===== src/ldfp_pkg.sv =====
// shared types and constants for the lidar data frame parser
// no dependencies
`default_nettype none

package ldfp_pkg;

  localparam int BYTE_W  = 8;
  localparam int FIELD_W = 16;
  localparam int TEMP_W  = 17;
  localparam int POS_W   = 4;
  localparam int ADDR_W  = 3;
  localparam int DATA_W  = 32;

  localparam logic [BYTE_W-1:0] MARKER_RESET = 8'd89;
  localparam logic [TEMP_W-1:0] TEMP_OFFSET  = 17'd2048;

  // register index, taken from paddr[2]
  localparam logic REG_HEADER_MARKER = 1'b0;

  // byte positions inside a frame
  localparam logic [POS_W-1:0] POS_HUNT    = 4'd0;
  localparam logic [POS_W-1:0] POS_DIST_LO = 4'd2;
  localparam logic [POS_W-1:0] POS_DIST_HI = 4'd3;
  localparam logic [POS_W-1:0] POS_STR_LO  = 4'd4;
  localparam logic [POS_W-1:0] POS_STR_HI  = 4'd5;
  localparam logic [POS_W-1:0] POS_TEMP_LO = 4'd6;
  localparam logic [POS_W-1:0] POS_TEMP_HI = 4'd7;

  typedef struct packed {
    logic [FIELD_W-1:0]       distance;
    logic [FIELD_W-1:0]       signal_strength;
    logic [FIELD_W-1:0]       raw_temperature;
    logic signed [TEMP_W-1:0] temperature_eighths;
    logic                     checksum_ok;
  } result_t;

endpackage

`default_nettype wire


===== src/ldfp_frame.sv =====
// frame tracking: position, running sum, field capture, result forming
// depends on ldfp_pkg
`default_nettype none

module ldfp_frame #(
  parameter int FRAME_BYTES = 9
) (
  input  wire logic                       clk,
  input  wire logic                       rst,
  input  wire logic                       advance,
  input  wire logic [ldfp_pkg::BYTE_W-1:0] data,
  input  wire logic [ldfp_pkg::BYTE_W-1:0] marker,
  output logic                            last_byte,
  output ldfp_pkg::result_t               res
);
  import ldfp_pkg::*;

  localparam logic [POS_W-1:0] LAST_POS = POS_W'(FRAME_BYTES - 1);

  logic [POS_W-1:0]   pos;
  logic [BYTE_W-1:0]  running_sum;
  logic [FIELD_W-1:0] distance_hold;
  logic [FIELD_W-1:0] strength_hold;
  logic [FIELD_W-1:0] temperature_hold;

  assign last_byte = (pos != POS_HUNT) && (pos >= LAST_POS);

  always_comb begin
    res.distance            = distance_hold;
    res.signal_strength     = strength_hold;
    res.raw_temperature     = temperature_hold;
    res.temperature_eighths = $signed({1'b0, temperature_hold} - TEMP_OFFSET);
    res.checksum_ok         = (running_sum == data);
  end

  always_ff @(posedge clk) begin
    if (rst) begin
      pos              <= POS_HUNT;
      running_sum      <= '0;
      distance_hold    <= '0;
      strength_hold    <= '0;
      temperature_hold <= '0;
    end else if (advance) begin
      if (pos == POS_HUNT) begin
        if (data == marker) begin
          running_sum <= data;
          pos         <= POS_W'(1);
        end
      end else if (last_byte) begin
        pos         <= POS_HUNT;
        running_sum <= '0;
      end else begin
        case (pos)
          POS_DIST_LO: distance_hold[7:0]     <= data;
          POS_DIST_HI: distance_hold[15:8]    <= data;
          POS_STR_LO:  strength_hold[7:0]     <= data;
          POS_STR_HI:  strength_hold[15:8]    <= data;
          POS_TEMP_LO: temperature_hold[7:0]  <= data;
          POS_TEMP_HI: temperature_hold[15:8] <= data;
          default: ;
        endcase
        running_sum <= running_sum + data;
        pos         <= pos + POS_W'(1);
      end
    end
  end

endmodule

`default_nettype wire


===== src/lidar_data_frame_parser_core.sv =====
// top level: byte input register, frame logic, result register, config port
// depends on ldfp_pkg and ldfp_frame
//
// usage:
//   rx_byte enters on in_valid/in_stall, one item accepted per cycle when
//   in_valid is high and in_stall is low. bytes go to a one-entry input
//   register, then through the frame logic, which holds a byte while stalled.
//   results leave on out_valid/out_stall from a result register: one result
//   per completed frame of FRAME_BYTES bytes, none for other bytes.
//   a result is registered as its last byte passes out of the input register.
//   bytes move at one per cycle, sustained, while no frame end waits on a
//   busy result register; position and running sum are updated per byte.
//   a stalled result holds the last byte of the next frame, and the bytes
//   behind it; the bytes before it keep flowing while the result waits.
//   header_marker is written through the apb port at byte address 0 and
//   reads back there.
//   reset (rst, synchronous) empties both registers, returns to hunting and
//   sets header_marker to 89.
`default_nettype none

module lidar_data_frame_parser_core #(
  parameter int FRAME_BYTES = 9
) (
  input  wire logic                                 clk,
  input  wire logic                                 rst,
  input  wire logic                                 psel,
  input  wire logic                                 penable,
  input  wire logic                                 pwrite,
  input  wire logic [ldfp_pkg::ADDR_W-1:0]          paddr,
  input  wire logic [ldfp_pkg::DATA_W-1:0]          pwdata,
  output logic [ldfp_pkg::DATA_W-1:0]               prdata,
  output logic                                      pready,
  input  wire logic                                 in_valid,
  output logic                                      in_stall,
  input  wire logic [ldfp_pkg::BYTE_W-1:0]          rx_byte,
  output logic                                      out_valid,
  input  wire logic                                 out_stall,
  output logic [ldfp_pkg::FIELD_W-1:0]              distance,
  output logic [ldfp_pkg::FIELD_W-1:0]              signal_strength,
  output logic [ldfp_pkg::FIELD_W-1:0]              raw_temperature,
  output logic signed [ldfp_pkg::TEMP_W-1:0]        temperature_eighths,
  output logic                                      checksum_ok
);
  import ldfp_pkg::*;

  logic [BYTE_W-1:0] header_marker;
  logic              in_full;
  logic [BYTE_W-1:0] in_byte;
  logic              last_byte;
  logic              out_free;
  logic              advance;
  result_t           res;

  assign pready   = 1'b1;
  assign out_free = !out_valid || !out_stall;
  assign advance  = in_full && (!last_byte || out_free);
  assign in_stall = in_full && !advance;

  always_comb begin
    prdata = '0;
    if (paddr[2] == REG_HEADER_MARKER) begin
      prdata = {{(DATA_W-BYTE_W){1'b0}}, header_marker};
    end
  end

  always_ff @(posedge clk) begin
    if (rst) begin
      header_marker <= MARKER_RESET;
    end else if (psel && penable && pwrite && pready && paddr[2] == REG_HEADER_MARKER) begin
      header_marker <= pwdata[BYTE_W-1:0];
    end
  end

  always_ff @(posedge clk) begin
    if (rst) begin
      in_full <= 1'b0;
    end else if (in_valid && !in_stall) begin
      in_full <= 1'b1;
    end else if (advance) begin
      in_full <= 1'b0;
    end
  end

  always_ff @(posedge clk) begin
    if (in_valid && !in_stall) begin
      in_byte <= rx_byte;
    end
  end

  ldfp_frame #(
    .FRAME_BYTES(FRAME_BYTES)
  ) u_frame (
    .clk      (clk),
    .rst      (rst),
    .advance  (advance),
    .data     (in_byte),
    .marker   (header_marker),
    .last_byte(last_byte),
    .res      (res)
  );

  always_ff @(posedge clk) begin
    if (rst) begin
      out_valid <= 1'b0;
    end else if (advance && last_byte) begin
      out_valid <= 1'b1;
    end else if (out_valid && !out_stall) begin
      out_valid <= 1'b0;
    end
  end

  always_ff @(posedge clk) begin
    if (advance && last_byte) begin
      distance            <= res.distance;
      signal_strength     <= res.signal_strength;
      raw_temperature     <= res.raw_temperature;
      temperature_eighths <= res.temperature_eighths;
      checksum_ok         <= res.checksum_ok;
    end
  end

  a_result_slot_free: assert property (@(posedge clk) disable iff (rst)
    advance && last_byte |-> out_free)
    else $error("frame end consumed while result register occupied");

  a_held_byte_kept: assert property (@(posedge clk) disable iff (rst)
    in_full && !advance |=> in_full && $stable(in_byte))
    else $error("held input byte lost or changed");

  a_result_source: assert property (@(posedge clk) disable iff (rst)
    $rose(out_valid) |-> $past(advance && last_byte))
    else $error("result raised without a completed frame");

endmodule

`default_nettype wire


===== config.mk =====
export PLATFORM = sky130hd
export DESIGN_NAME = lidar_data_frame_parser_core
export DESIGN_NICKNAME = d
export VERILOG_FILES = /design/src/ldfp_pkg.sv /design/src/ldfp_frame.sv /design/src/lidar_data_frame_parser_core.sv
export SDC_FILE = /design/constraint.sdc
export NUM_CORES = 1
export LEC_CHECK = 0
export BUFFER_PORTS_ARGS = -buffer_cell sky130_fd_sc_hd__buf_2
export CORE_ASPECT_RATIO = 0.9
export CORE_MARGIN = 8
export CORE_UTILIZATION = 50
export CTS_CLUSTER_SIZE = 28
export DETAILED_ROUTE_END_ITERATION = 8
export GPL_TIMING_DRIVEN = 1
export PLACE_DENSITY = 0.77
export SETUP_SLACK_MARGIN = 0.1
export SLEW_MARGIN = 40
export SYNTH_ARGS = -nofsm -noshare
export SYNTH_HDL_FRONTEND = slang
export SYNTH_SLANG_ARGS = --single-unit

===== constraint.sdc =====
create_clock -name clk -period 2.7 [get_ports clk]
set_input_delay 0.135 -clock clk [delete_from_list [all_inputs] [get_ports clk]]
set_output_delay 0.135 -clock clk [all_outputs]
set_load 0.05 [all_outputs]

### Word-level counts from Yosys, hierarchy flattened

Index checks and enable logic that the tools add are counted.

* register bits: 144
* latch bits: 0
* bits in writable memories: 0
* bits in read-only memories: 0
* bits of input ports: 50
* output and inout bits: 101
* word-level logic and storage cells: 71
* memories: 0

* add/subtract/negate cells: 3
* multipliers: 0
* divide/modulo/power cells: 0
* order comparisons: 1
* equal/unequal tests: 9
* shift-type cells: 0
* multiplexer cells: 11
* bitwise logic cells: 3
* reductions and logical operators: 27

Operators with widths (number)
* 2-to-1 mux 8 bit: 4
* AND reduction 4 bit: 6
* subtractor 16 x 12 -> 17 bit, second input constant: 1
* equality test 4 x 3 -> 1 bit, second input constant: 4
* equality test 8 bit: 2
* 2-to-1 mux 4 bit: 3
* logical AND 1 bit: 9
* adder 8 bit: 1
* equality test 4 x 2 -> 1 bit, second input constant: 2
* logical NOT 1 bit: 5
* adder 4 x 1 -> 4 bit, second input constant: 1
* >= comparator 4 bit, second input constant: 1
* logical NOT 4 bit: 1
* 2-to-1 mux 1 bit: 4
* nonzero test 2 bit: 2
* nonzero test 4 bit: 1
* NOT 1 bit: 3
* logical OR 1 bit: 2
* != test 2 bit, second input constant: 1
* AND reduction 2 bit: 1

### Logic depth before layout (Yosys ltp)

* depth after elaboration: 10
* gate-level depth with buffers: 8
* gate-level depth less buffers: 7

### Modules after synthesis

Synthesis repeated with hierarchy kept, for this count alone.

* cells, all modules: 522
* area total of the unflattened synthesis: 5945.7 um^2

By module, submodules not included
* ldfp_frame: instances 1, cells an instance 364, area an instance 3015.4 um^2, seq. area each 1201.2 um^2
* lidar_data_frame_parser_core: instances 1, cells an instance 158, area an instance 2930.3 um^2, seq. area each 2422.3 um^2

### Least setup slack after synthesis

Ideal clock, no wire load.

* kind: flip-flop to flip-flop
* start point: register out_valid
* end point: register checksum_ok, enable pin
* setup time: 419 ps
* arrival time: 2042 ps
* data required time: 2281 ps
* setup slack: 240 ps
* stages on the path, launching flop included: 3
* path buffers: 0
* cells stage by stage: dfxtp_1 -> nand3_1 -> and3_1

* cells in the longest elaborated chain, start to end: 5

RTL lines
* from (decl): RTL line lidar_data_frame_parser_core.sv:36 `output logic out_valid,`
* from (signal assigned): RTL line lidar_data_frame_parser_core.sv:104 `out_valid <= 1'b0;`
* from (signal assigned): RTL line lidar_data_frame_parser_core.sv:106 `out_valid <= 1'b1;`
* from (signal assigned): RTL line lidar_data_frame_parser_core.sv:108 `out_valid <= 1'b0;`
* logical NOT 1 bit: RTL line lidar_data_frame_parser_core.sv:55 `assign out_free = !out_valid || !out_stall;`
* logical OR 1 bit: RTL line lidar_data_frame_parser_core.sv:55
* logical OR 1 bit: RTL line lidar_data_frame_parser_core.sv:56 `assign advance = in_full && (!last_byte || out_free);`
* logical AND 1 bit: RTL line lidar_data_frame_parser_core.sv:56
* logical AND 1 bit: RTL line lidar_data_frame_parser_core.sv:113 `if (advance && last_byte) begin`
* to (signal assigned): RTL line lidar_data_frame_parser_core.sv:118 `checksum_ok <= res.checksum_ok;`
* to (decl): RTL line lidar_data_frame_parser_core.sv:42 `output logic checksum_ok`

No other way between the ends.
A chain may end at the register's enable or synchronous reset.

### Worst setup path after layout

* start point: register in_byte[6]
* end point: register u_frame.running_sum[4]

* cells in the longest elaborated chain, start to end: 3

RTL lines
* from (decl): RTL line lidar_data_frame_parser_core.sv:48 `logic [BYTE_W-1:0] in_byte;`
* from (signal assigned): RTL line lidar_data_frame_parser_core.sv:86 `in_byte <= rx_byte;`
* equality test 8 bit: RTL line ldfp_frame.sv:45 `if (data == marker) begin`
* != test 2 bit (no line)
* AND reduction 2 bit (no line)
* to (signal assigned): RTL line ldfp_frame.sv:46 `running_sum <= data;`
* to (signal assigned): RTL line ldfp_frame.sv:62 `running_sum <= running_sum + data;`
* to (decl): RTL line ldfp_frame.sv:21 `logic [BYTE_W-1:0] running_sum;`

No other way between the ends.

==> impl_metrics.ini <==
[critical_path]
regToRegStartpoint = in_byte[6]
cp_top_family = compound AO/OA/AOI/OAI gates
worstReg2RegEnd = u_frame.running_sum[4]
r2r_setup_slack_ns = 0.41
critPathLaunchType = register
timing.critical_path.slowest_cell_delay_ns = 0.62
critical_path_peak_fanout = 9
worstPathRequired_ns = 2.99
worstSetupEndpointType = register
worstPathCellList = xnor2_2 > nand4_1 > o21ai_1 > nand2_2 > o41ai_1
critical_path.n_buffers_inverters = 0
timing.critical_path.depth = 5
cpMaxStageDelayCell = sky130_fd_sc_hd__edfxtp_1
worstPathArrival_ns = 2.58
reg2reg_depth = 5
critical_path_class = register to register

[power_and_ir_drop]
power.density_cell_area_mw_per_mm2 = 690
gate_power_share_pct = 5.1
cellInternalPower_mw = 3.62
share_seq_of_total_power_pct = 46.0
worst_ir_drop_vdd_mv = 0.329
p_sw_share_pct = 21.9
p_sw_mw = 1.01
power.static_leakage_nw = 2.55
design_power_total_mw = 4.63
p_clk_share_pct = 48.9

[routing]
wl_per_cell_um = 15.5
dr.pass1.iters = 5
post_drt_via_cell_ratio = 5.01
remaining_drc_errors = 0
dr.first_iter.drc_count = 260
wirelength_mm = 12.3
vias = 3965
post_route_antenna_net_violation_count = 0

[yosys]
ys_seq_area_share_pct = 59.2
synth_area_leader_cell = sky130_fd_sc_hd__edfxtp_1
post_synth_main_area_contributors = sky130_fd_sc_hd__edfxtp_1 (34%), sky130_fd_sc_hd__dfxtp_1 (25%), sky130_fd_sc_hd__nand2_1 (7.7%)
synth.yosys.warnings = 0
synthCells = 524
syn_area_mm2 = 0.00557
synthArstFlopShare_pct = 0
postSynthRegisterBits = 133
synth_top_area_share_pct = 34.0
yosys-top-cells-count = sky130_fd_sc_hd__nand2_1 (114), sky130_fd_sc_hd__dfxtp_1 (70), sky130_fd_sc_hd__a21oi_1 (67)
syn_area_per_cell_um2 = 10.6
yosys.cell_types.count = 50
yosysMostFrequentCell = sky130_fd_sc_hd__nand2_1
ys_dominant_reg_cell = sky130_fd_sc_hd__dfxtp_1
synth-edff-count = 63

[global_routing]
antenna_found_initial = 1
first_global_vias = 3994
grt_busiest_layer = met2
grt.total_usage_pct = 17.2
grt.met1_usage_pct = 20.5
grt_overflow = 0
grt.met2_usage_pct = 29.2
grt_start_max_net_pins = 45
grt_pass1_wl_mm = 19.9
grt_use_met3_pct = 5.29

[clock_network]
clk_latency_ns = 0.41
clk_pin_slew_worst_paths_ns = 0.06
cts_tree = yes
clk_path_buf_depth = 2
cts.sink_count = 133
cts_max_level = 4
tritoncts.num_buffers = 17
cts-root-buf = sky130_fd_sc_hd__clkbuf_16
post_cts_setup_bufs = 0

[die]
fp.coreArea_mm2 = 0.0109
floorplan.initialDensity_pct = 51.3
io-pin-count = 151
die_width_um = 127
die_y_um = 116
die_area_mm2 = 0.0148
placementRows = 36

[sta]
timing.final.ws_setup_ns = 0.411
worst_pin_slew_ns = 0.798
final-setup-viol-count = 0
period_share_pct = 84.8
totalNegativeSetupSlack_ns = 0
achievable-frequency_mhz = 437
clock_skew_ns = 0.00816
final-hold-violation-count = 0
maxSlewHeadroom_pct = 46.7
unrepaired_setup_endpoints_after_global_routing = false
drv_slew = 0
post-route-min-period_ns = 2.29

[min_path]
worst_hold_path_type = input port to register
whs_path_depth = 2
endpoint_worst_hold = u_frame.distance_hold[2]
min_from = rst

[placement]
post-place-cells = 741
gpl.final_weighted_congestion = 0.884
dpl_worst_slack_ns = 0.476
io_buffer_count = 99
hpwl_mm = 8.56

[cells_and_area]
layout.cells.non_filler = 792
drive_above_1_share_pct = 22.7
layout.nets = 689
area_growth_syn_to_layout_pct = 20.5

[run]
maxCapViolCount = 0

[status]
run_status = completed
==> power by group through the flow <==
stage	Sequential (mW)	Combinational [mW]	Clock [mW]
final	2.13	0.238	2.26
after global placement	2.17	0.212	0
after floorplan	2.16	0.208	0
after detailed placement	2.17	0.213	0
after global routing	2.13	0.253	2.38
after CTS	2.13	0.234	2.29
==> cells by family (layout without fill, tap and decap cells) <==
| group | Yosys count | after routing | synth area share (%) |
|---|---|---|---|
| and+or+nand+nor | 187 | 187 | 15.5 |
| adders and majority gates | 13 | 13 | 3.06 |
| AOI/OAI and AO/OA | 97 | 97 | 9.94 |
| xor gates and xnor gates | 15 | 15 | 2.50 |
| DFF | 133 | 133 | 59.2 |
| buffers and inverters | 74 | 166 | 9.20 |
| other | 2 | 26 | 0.135 |
| muxes | 3 | 3 | 0.540 |
==> layout by cell type, fill, tap and decap left out, types with 3 or more instances in the layout <==
| cell | instances |
|---|---|
| sky130_fd_sc_hd__nand2_1 | 114 |
| sky130_fd_sc_hd__buf_2 | 99 |
| sky130_fd_sc_hd__dfxtp_1 | 70 |
| sky130_fd_sc_hd__a21oi_1 | 67 |
| sky130_fd_sc_hd__edfxtp_1 | 63 |
| sky130_fd_sc_hd__nand3_1 | 26 |
| sky130_fd_sc_hd__conb_1 | 25 |
| sky130_fd_sc_hd__dlygate4sd3_1 | 18 |
| sky130_fd_sc_hd__clkbuf_16 | 17 |
| sky130_fd_sc_hd__xnor2_1 | 12 |
| sky130_fd_sc_hd__ha_1 | 12 |
| sky130_fd_sc_hd__nor2b_1 | 9 |
| sky130_fd_sc_hd__nor2_1 | 9 |
| sky130_fd_sc_hd__o21ai_0 | 9 |
| sky130_fd_sc_hd__buf_4 | 8 |
| sky130_fd_sc_hd__nand4_1 | 7 |
| sky130_fd_sc_hd__and2_1 | 7 |
| sky130_fd_sc_hd__inv_1 | 7 |
| sky130_fd_sc_hd__clkinv_2 | 5 |
| sky130_fd_sc_hd__o41ai_1 | 3 |
| sky130_fd_sc_hd__o211ai_1 | 3 |
| sky130_fd_sc_hd__mux2i_1 | 3 |
| sky130_fd_sc_hd__clkinvlp_4 | 3 |
| sky130_fd_sc_hd__bufinv_16 | 3 |
==> registers in the layout, indices dropped and copies added, names as in the netlist <==
signal,count
checksum_ok,1
distance,16
header_marker,8
in_byte,8
in_full,1
out_valid,1
raw_temperature,16
signal_strength,16
temperature_eighths,6
u_frame.distance_hold,16
u_frame.pos,4
u_frame.running_sum,8
u_frame.strength_hold,16
u_frame.temperature_hold,16
==> how the worst max path moves through the flow <==
stage | slack [ns] | to | from
global route | 0.26 | u_frame.running_sum[4] | in_byte[6]
CTS | 0.46 | u_frame.running_sum[4] | in_byte[6]
detailed placement | 0.48 | u_frame.running_sum[4] | in_byte[6]
finish | 0.41 | u_frame.running_sum[4] | in_byte[6]
floorplan | 0.24 | checksum_ok | out_valid
global placement | 0.52 | u_frame.running_sum[6] | in_byte[0]
==> final cells by class <==
cell class	instances	area (um^2)
tap	152	190
clock buffer	18	429
antenna	1	2.50
sequential	133	3290
multi-input combinational	340	1850
clock inverter	14	159
inverter	8	30.0
fill	896	4150
timing repair buffer	126	756
==> per-layer routing <==
| metal | routed length [um] | part of all wire, % | vias up |
|---|---|---|---|
| met4 | 103 | 0.84 | 0 |
| li1 | - | - | 1971 |
| met1 | 5340 | 43 | 1840 |
| met2 | 6010 | 49 | 146 |
| met5 | 0 | 0 | - |
| met3 | 849 | 6.9 | 8 |
==> timing repair <==
item                                    4_1_cts  5_1_grt
hold buffers                                 18        0
endpoints found under the hold margin        18        0
resized for setup                             0        0
endpoints found under the setup margin        0        0
==> stage by stage <==
stage / utilization [%] / hold WS (ns) / cell area, um^2
final: 61.8 / 0.164 / 6710
after global routing: 61.8 / 0.176 / 6710
after CTS: 61.8 / 0.152 / 6710
after detailed placement: 54.7 / 0.314 / 5940
after global placement: 54.7 / 0.314 / 5940
after floorplan: - / 0.234 / 5650
No activity file was read; power rests on OpenSTA's default activity.
